[config.mk]
export PLATFORM = sky130hd
export DESIGN_NAME = permutation_window_counter
export DESIGN_NICKNAME = d
export VERILOG_FILES = /design/src/pwc_pkg.sv /design/src/pwc_rank.sv /design/src/pwc_core.sv /design/src/permutation_window_counter.sv
export SDC_FILE = /design/constraint.sdc
export NUM_CORES = 2
export LEC_CHECK = 0
export BUFFER_PORTS_ARGS = -buffer_cell sky130_fd_sc_hd__buf_2
export CAP_MARGIN = 0
export CORE_UTILIZATION = 68
export DETAILED_ROUTE_END_ITERATION = 8
export GPL_TIMING_DRIVEN = 0
export PLACE_DENSITY = 0.85
export SLEW_MARGIN = 20
export SYNTH_ARGS = -nofsm -noshare
export SYNTH_HDL_FRONTEND = slang
export SYNTH_SLANG_ARGS = --single-unit
[constraint.sdc]
create_clock -name clk -period 20.7 [get_ports clk]
set_input_delay 2.07 -clock clk [delete_from_list [all_inputs] [get_ports clk]]
set_output_delay 2.07 -clock clk [all_outputs]
set_load 0.02 [all_outputs]
[src/pwc_pkg.sv]
// Shared constants, payload types and helper functions for the permutation window counter.
package pwc_pkg;

  // Alphabet size, which is also the window length.
  localparam int SYMBOLS = 6;
  // Width of the saturating length and wasted counters.
  localparam int COUNT_WIDTH = 16;

  // Fixed field widths of the transactions.
  localparam int SYM_W   = 4;
  localparam int LEN_W   = 16;
  localparam int WASTE_W = 16;
  localparam int FOUND_W = 10;

  // Factorial, for the permutation count and the Lehmer rank weights.
  function automatic int fact(input int n);
    int f;
    f = 1;
    for (int k = 2; k <= n; k++) begin
      f = f * k;
    end
    return f;
  endfunction

  // One seen-map bit per permutation, addressed by Lehmer rank.
  localparam int PERMS  = fact(SYMBOLS);
  localparam int RANK_W = (PERMS > 1) ? $clog2(PERMS) : 1;

  localparam logic [FOUND_W-1:0]     FOUND_MAX = '1;
  localparam logic [COUNT_WIDTH-1:0] COUNT_MAX = '1;

  typedef logic [SYMBOLS-1:0][SYM_W-1:0] pwc_window_t;

  typedef struct packed {
    logic [SYM_W-1:0] symbol;
    logic             last;
  } pwc_in_t;

  typedef struct packed {
    logic [LEN_W-1:0]   length;
    logic [WASTE_W-1:0] wasted;
    logic [FOUND_W-1:0] found;
  } pwc_out_t;

endpackage

[src/pwc_rank.sv]
// Permutation check and Lehmer rank of one window of symbols.
module pwc_rank (
  input  pwc_pkg::pwc_window_t           win,
  output logic                           is_perm,
  output logic [pwc_pkg::RANK_W-1:0]     rank
);

  // A window is a permutation when every value below SYMBOLS occurs in it.
  // With exactly SYMBOLS entries that also rules out repeats and out-of-range symbols.
  always_comb begin
    logic [pwc_pkg::SYMBOLS-1:0] used;
    used = '0;
    for (int i = 0; i < pwc_pkg::SYMBOLS; i++) begin
      for (int k = 0; k < pwc_pkg::SYMBOLS; k++) begin
        if (win[i] == pwc_pkg::SYM_W'(k)) begin
          used[k] = 1'b1;
        end
      end
    end
    is_perm = &used;
  end

  // Lehmer rank: entry 0 is the oldest symbol and the most significant digit.
  always_comb begin
    int acc;
    int smaller;
    acc = 0;
    for (int i = 0; i < pwc_pkg::SYMBOLS; i++) begin
      smaller = 0;
      for (int j = i + 1; j < pwc_pkg::SYMBOLS; j++) begin
        if (win[j] < win[i]) begin
          smaller = smaller + 1;
        end
      end
      acc = acc + smaller * pwc_pkg::fact(pwc_pkg::SYMBOLS - 1 - i);
    end
    rank = pwc_pkg::RANK_W'(acc);
  end

endmodule

[src/pwc_core.sv]
// String state: sliding window, seen-map and saturating counters.
module pwc_core (
  input  logic              clk,
  input  logic              rst_n,
  input  logic              fire,
  input  pwc_pkg::pwc_in_t  item,
  output logic              res_valid,
  output pwc_pkg::pwc_out_t res
);

  pwc_pkg::pwc_window_t                  window_r;
  pwc_pkg::pwc_window_t                  window_nxt;
  logic [pwc_pkg::PERMS-1:0]             seen_r;
  logic [pwc_pkg::COUNT_WIDTH-1:0]       sym_cnt_r;
  logic [pwc_pkg::COUNT_WIDTH-1:0]       sym_cnt_nxt;
  logic [pwc_pkg::COUNT_WIDTH-1:0]       waste_r;
  logic [pwc_pkg::COUNT_WIDTH-1:0]       waste_nxt;
  logic [pwc_pkg::FOUND_W-1:0]           found_r;
  logic [pwc_pkg::FOUND_W-1:0]           found_nxt;

  logic                                  is_perm;
  logic [pwc_pkg::RANK_W-1:0]            rank;
  logic                                  check;
  logic                                  new_perm;

  // Shift the new symbol in at the young end of the window.
  always_comb begin
    for (int i = 0; i < pwc_pkg::SYMBOLS - 1; i++) begin
      window_nxt[i] = window_r[i + 1];
    end
    window_nxt[pwc_pkg::SYMBOLS-1] = item.symbol;
  end

  pwc_rank u_rank (
    .win     (window_nxt),
    .is_perm (is_perm),
    .rank    (rank)
  );

  // The window is checked once it has been filled by this string.
  always_comb begin
    sym_cnt_nxt = (sym_cnt_r != pwc_pkg::COUNT_MAX) ? sym_cnt_r + 1'b1 : sym_cnt_r;
    check       = sym_cnt_nxt >= pwc_pkg::COUNT_WIDTH'(pwc_pkg::SYMBOLS);
    new_perm    = check && is_perm && !seen_r[rank];
    waste_nxt   = waste_r;
    found_nxt   = found_r;
    if (new_perm) begin
      if (found_r != pwc_pkg::FOUND_MAX) begin
        found_nxt = found_r + 1'b1;
      end
    end else if (check) begin
      if (waste_r != pwc_pkg::COUNT_MAX) begin
        waste_nxt = waste_r + 1'b1;
      end
    end
  end

  // Result of the string, taken by the output register on the last symbol.
  assign res_valid  = fire && item.last;
  assign res.length = pwc_pkg::LEN_W'(sym_cnt_nxt);
  assign res.wasted = pwc_pkg::WASTE_W'(waste_nxt);
  assign res.found  = found_nxt;

  // State update; the last symbol of a string returns everything to reset values.
  always_ff @(posedge clk) begin
    if (!rst_n) begin
      window_r  <= '0;
      seen_r    <= '0;
      sym_cnt_r <= '0;
      waste_r   <= '0;
      found_r   <= '0;
    end else if (fire) begin
      if (item.last) begin
        window_r  <= '0;
        seen_r    <= '0;
        sym_cnt_r <= '0;
        waste_r   <= '0;
        found_r   <= '0;
      end else begin
        window_r  <= window_nxt;
        sym_cnt_r <= sym_cnt_nxt;
        waste_r   <= waste_nxt;
        found_r   <= found_nxt;
        if (new_perm) begin
          seen_r[rank] <= 1'b1;
        end
      end
    end
  end

endmodule

[src/permutation_window_counter.sv]
// Top level: input register, string state and result register.
// A result passes through the input register and the result register; a last symbol may wait behind an unread result.
// Throughput: one symbol per cycle while the input side is not stalled; the seen-map is a flip-flop vector.
// The input side stalls only while a last symbol waits behind an unread result.
// Reset is synchronous and active low; it clears the window, counters and seen-map at once.
module permutation_window_counter (
  input  logic              clk,
  input  logic              rst_n,
  input  logic              in_valid,
  output logic              in_stall,
  input  pwc_pkg::pwc_in_t  in_data,
  output logic              out_valid,
  input  logic              out_stall,
  output pwc_pkg::pwc_out_t out_data
);

  pwc_pkg::pwc_in_t  hold_r;
  logic              hold_valid_r;
  logic              hold_valid_nxt;
  logic              out_valid_r;
  logic              out_valid_nxt;
  pwc_pkg::pwc_out_t out_data_r;

  logic              proc;
  logic              in_take;
  logic              res_valid;
  pwc_pkg::pwc_out_t res;

  // A held symbol is processed unless it ends a string and the result slot is blocked.
  assign proc     = hold_valid_r && (!hold_r.last || !out_valid_r || !out_stall);
  assign in_stall = hold_valid_r && !proc;
  assign in_take  = in_valid && !in_stall;

  always_comb begin
    hold_valid_nxt = hold_valid_r;
    if (in_take) begin
      hold_valid_nxt = 1'b1;
    end else if (proc) begin
      hold_valid_nxt = 1'b0;
    end
  end

  // Input register.
  always_ff @(posedge clk) begin
    if (!rst_n) begin
      hold_valid_r <= 1'b0;
    end else begin
      hold_valid_r <= hold_valid_nxt;
    end
  end

  always_ff @(posedge clk) begin
    if (in_take) begin
      hold_r <= in_data;
    end
  end

  pwc_core u_core (
    .clk       (clk),
    .rst_n     (rst_n),
    .fire      (proc),
    .item      (hold_r),
    .res_valid (res_valid),
    .res       (res)
  );

  always_comb begin
    out_valid_nxt = out_valid_r;
    if (res_valid) begin
      out_valid_nxt = 1'b1;
    end else if (!out_stall) begin
      out_valid_nxt = 1'b0;
    end
  end

  // Result register.
  always_ff @(posedge clk) begin
    if (!rst_n) begin
      out_valid_r <= 1'b0;
    end else begin
      out_valid_r <= out_valid_nxt;
    end
  end

  always_ff @(posedge clk) begin
    if (res_valid) begin
      out_data_r <= res;
    end
  end

  assign out_valid = out_valid_r;
  assign out_data  = out_data_r;

endmodule

# Yosys cells after proc, flatten, opt, wreduce, memory -nomap -nowiden
# Index checks and enable logic that the tools add are counted.
# totals
regBits	831
latch_bits	0
ramBits	0
rom_bits	0
input_bits	9
output_inout_bits	44
word_cells	185
memories	0
# op_classes
addsub	17
mul	3
div_mod_pow	0
order_cmp	18
eq_ne	34
shift	0
n_mux	71
bitwise_logic	1
reduce_logical	25
# op_table
cell	n
$mux W720	2
$or A720 B720 Y720	1
$add A32 B2 Y32 const B	9
$mux W32	9
$mux W16	6
$lt A4 B4 Y1	15
$eq A4 B2 Y1 const B	12
$eq A4 B3 Y1 const B	12
$mux W1	47
$add A10 B10 Y10	4
$add A16 B1 Y16 const B	2
$mul A32 B3 Y7 const B	1
$mul A32 B3 Y9 const B	1
$mul A32 B5 Y7 const B	1
$ne A16 B16 Y1 const B	2
$mux W10	3
$eq A4 B1 Y1 const B	6
$logic_not A4 Y1	6
$mux W24	1
$ge A16 B3 Y1 const B	1
$lt A10 B11 Y1 const B	1
$add A10 B1 Y10 const B	1
$bmux W1 S10	1
$demux W1 S10	1
11 further kinds	24

# Longest topological paths before layout
# depth
depth_word	22
mapped_depth	39
ltp_nobuf	36

# Hierarchy
# A second synthesis with hierarchy kept.
# hier_totals
hier_cells	4062
hier_area_um2	35896.9
# modules_own_cells
module	instances	cells_each	area_each_um2	seq_area_each_um2
pwc_core	1	3671	31616.6	15655.0
pwc_rank	1	335	2782.7	0.0
permutation_window_counter	1	56	1497.7	1451.4

# Worst setup path after synthesis
# Ideal clock, no wire load.
# synth_path
path_type	register -> register
startpoint	reg u_core.window_r (netlist bit u_core.window_nxt[1])
endpoint	reg out_data_r (netlist bit out_data[25]), data pin
setup_time_ns	0.260
t_arrival_ns	7.805
t_required_ns	20.440
slack_ns	12.635
stages_incl_launch_ff	35
n_path_buf	1
period_less_slack_ns	8.065
cell_sequence	dfxtp_1 inv_1 ha_1 a21o_1 a21o_1 a21o_1 inv_1 ha_1 xnor2_1 ha_1 nor2_1 nor2_1 ha_1 mux2_2 ha_1 ha_1 inv_1 fa_1 inv_1 fa_1 xor2_1 ha_1 ha_1 o21a_1 nor2_1 a21oi_1 xor2_1 or3b_1 a21bo_2 a211o_1 o2111ai_1 or4b_1 clkbuf_1 nor2_1 mux2_2
# synth_lines
item	line	rtl
start, declared	pwc_core.sv:11	pwc_pkg::pwc_window_t window_r;
start signal, assigned	pwc_core.sv:80	window_r <= window_nxt;
end signal, assigned	permutation_window_counter.sv:87	out_data_r <= res;
end, declared	permutation_window_counter.sv:22	pwc_pkg::pwc_out_t out_data_r;

# Final worst setup path
# layout_path
startpoint	reg u_core.window_r (netlist bit u_core.window_nxt[1])
endpoint	reg u_core.seen_r[669] (netlist name)
# layout_via
elab_chain_len	22
elab_cells_between_ends	77
cone_classes	8 x add/sub; 1 x mul; 7 x order compare; 5 x eq/ne; 47 x mux; 1 x bitwise; 8 x reduce/logical
# layout_rtl
item	line	rtl
parallel branches: the longest is 22 deep, another holds $add A32 B2 Y32	--	
end signal, assigned	pwc_core.sv:68	seen_r <= '0;
end signal, assigned	pwc_core.sv:75	seen_r <= '0;
end signal, assigned by index	pwc_core.sv:85	seen_r[rank] <= 1'b1;
end, declared	pwc_core.sv:13	logic [pwc_pkg::PERMS-1:0] seen_r;
# Several ways; the timed one is not identified. The select of a mux whose other input is x is not followed.
# A chain may end at the register's enable or synchronous reset.

==> qor.txt <==
Starting Density - 68.8%
Resized cells post-CTS - 0
Cell variety after synth - 101
Final WL - 154000 um
GRT Residual Overflow - 0
DR vias/cell - 7.46
Maxcap violations - 0
IO buf count - 52
DRT antenna net count - 0
DP HPWL - 104000 um
Post-route cell area - 41500 um2
Compound-gate portion of the synthesized area - 25.0%
Primary FF master, synth - dfxtp_1
Most frequent CP cell - ha_1
CTS root buf - clkbuf_16
Avg WL per Cell - 32.0 um
# H-tree levels - 3
Tcrit/Tclk final - 51.5%
Rel. slew slack - 5.81%
Worst Max-Slew Pin Slew - 1.41 ns
Post-synthesis mux area share - 4.99%
Die height - 235 um
Final std cells w/o fill - 4813
Crit path max fanout - 10
Ys async rst share - 0%
Min-delay worst type - flip-flop to flip-flop
Area Overhead vs Synth - 12.0%
CP max-delay cell - a211oi_1
Clock Path Buffers - 3
CP max stage delay - 0.90 ns
Synth Area in Adders - 3.63%
Final setup fails - 0
Worst Path Arrival - 11.28 ns
Worst Setup Path Type - flip-flop to flip-flop
Gr usage total - 54.0%
Post-placement cell count - 4644
Seq/Total Area, Yosys - 46.2%
Req. time, crit path - 21.32 ns
1st-iter DRT viols - 6339
Peak VDD IR - 0.108 mV
Row cnt - 85
Largest net degree at the start of global routing - 28
Leakage Power - 15.1 nW
Max Transition Viols Final - 0
Antenna violations before repair - 9
Clock sink count - 831
Postcts setup bufs - 0
Clk_lat worst skew - 0.68 ns
Xor and xnor area share after synthesis - 1.34%
Core footprint - 53800 um2
Nets@finish - 4144
Largest family of logic cells by synthesized area - compound AO/OA/AOI/OAI gates
Status - complete, but fails checks
Full die area - 55400 um2
Clk_skew - 0.0279 ns
Cts hold-fix bufs - 0
DR pass1 iterations - 9
Syn Std Cell Area - 37100 um2
Commonest cells after routing, fill and taps aside - dfxtp_1, nand2_1, a22o_1
EDFF count, synth - 47
Final hold viol count - 0
Via Count - 35929
Startpoint Class - flip-flop
Post-Synth Simple-Gate Area - 14.3%
Num CTS Buffers - 84
Failing checks - design-rule violations
Placed Area - 38700 um2
I/O pin total - 53
Final Critical Period - 10.66 ns
Reg clk slew, reported paths - 0.06 ns
Final setup TNS - 0 ns
Post-Syn Instances - 3863
First-pass GRT wire length - 219000 um
DR DRC count - 54
Most common cell after layout, fill and taps aside - dfxtp_1
Unrepaired setup endpoints after global routing - false
Cell area power density - 116 nW/um2
Synth Register Bits - 831
GP Congestion - 1.09
Vias in the first global route - 32855
Layout cells sized above 1 - 12.0%
Die W - 235 um
Capturing element type of the critical path - flip-flop
Avg Cell Area, Syn - 9.59 um2
Yosys warnings - 0
Fmax - 93.8 MHz
TritonCTS clock tree - done
flip-flops by register name, indices dropped and copies added, names as in the netlist:
signal             flops
u_core.seen_r        720
out_data              42
u_core.window_nxt     20
u_core.sym_cnt_r      16
u_core.waste_r        16
u_core.found_r        10
hold_r                 5
hold_valid_r           1
out_valid              1
power by group:
part | leakage, nW | internal, mW | switching, mW | total, mW
Clock | 1.38 | 0.871 | 0.675 | 1.55
Sequential | 6.71 | 1.62 | 0.00448 | 1.62
Combinational | 7.05 | 0.315 | 1.32 | 1.64
kinds of logic after synthesis:
group / Yosys count
XOR/XNOR: 55
other: 1
adder cells (fa/ha/maj): 101
buffers and inverters: 383
AO/OA/AOI/OAI: 1241
AND/OR/NAND/NOR: 1119
multiplexers: 132
flip-flops: 831
per-stage QoR:
stage / hold slack [ns] / utilization [%] / power [mW] / setup slack, ns
3_5_place_dp: 0.435 / 71.8 / 3.09 / 10.60
5_1_grt: 0.464 / 77.1 / 4.78 / 10.10
6_report: 0.447 / 77.1 / 4.80 / 10.04
4_1_cts: 0.446 / 77.0 / 4.58 / 10.48
2_1_floorplan: 0.417 / - / 2.39 / 12.64
3_3_place_gp: 0.426 / 71.0 / 3.04 / 10.62
worst paths after layout:
path / slack, ns / start / depth (start not counted) / endpoint
worst min-delay path: 0.45 / u_core.seen_r[74]$_SDFFE_PN0P_ / 2 / u_core.seen_r[74]$_SDFFE_PN0P_
worst min register to register: 0.45 / u_core.seen_r[74]$_SDFFE_PN0P_ / 2 / u_core.seen_r[74]$_SDFFE_PN0P_
worst max-delay path: 10.04 / u_core.window_nxt[1]$_SDFFE_PN0P_ / 31 / u_core.seen_r[669]$_SDFFE_PN0P_
worst max register to register: 10.04 / u_core.window_nxt[1]$_SDFFE_PN0P_ / 31 / u_core.seen_r[669]$_SDFFE_PN0P_
Yosys cell counts, types with 75 or more instances:
cell | n | area (um2)
nand2_1 | 450 | 1690
buf_2 | 88 | 440
nor3_1 | 105 | 526
ha_1 | 90 | 1130
o21a_1 | 166 | 1250
o21ai_0 | 96 | 480
a22o_1 | 383 | 3350
a21oi_1 | 75 | 375
o21ai_1 | 110 | 551
dfxtp_1 | 784 | 15700
nand3_1 | 100 | 500
nor2_1 | 203 | 762
clkbuf_1 | 196 | 736
worst max-delay path, delay by kind of cell (launching register included):
family	cells	cell delay, ns
compound gates	11	3.67
mux	1	0.28
fa+ha+maj	7	2.43
flops	1	0.40
xor+xnor	2	0.89
simple gates	4	1.43
buf+inv	6	1.50
metal layers:
| metal | track usage, % | part of all wire (%) | vias up |
|---|---|---|---|
| li1 | - | - | 14672 |
| met1 | 65.5 | 34 | 16965 |
| met2 | 75.0 | 39 | 3249 |
| met3 | 24.2 | 16 | 1033 |
| met4 | 40.7 | 9.7 | 10 |
| met5 | 0.519 | 0.073 | - |
cell type report:
type                            instances  area (um2)
Clock inverter                         27         280
Multi-Input combinational cell       2652       18400
Antenna cell                           16        40.0
Buffer                                316        1460
Tap cell                              696         871
Fill cell                            3783       12300
Timing Repair Buffer                   82         554
Inverter                               67         251
Clock buffer                          126        2510
Sequential cell                       831       17100
(Power assumes the default switching activity.)
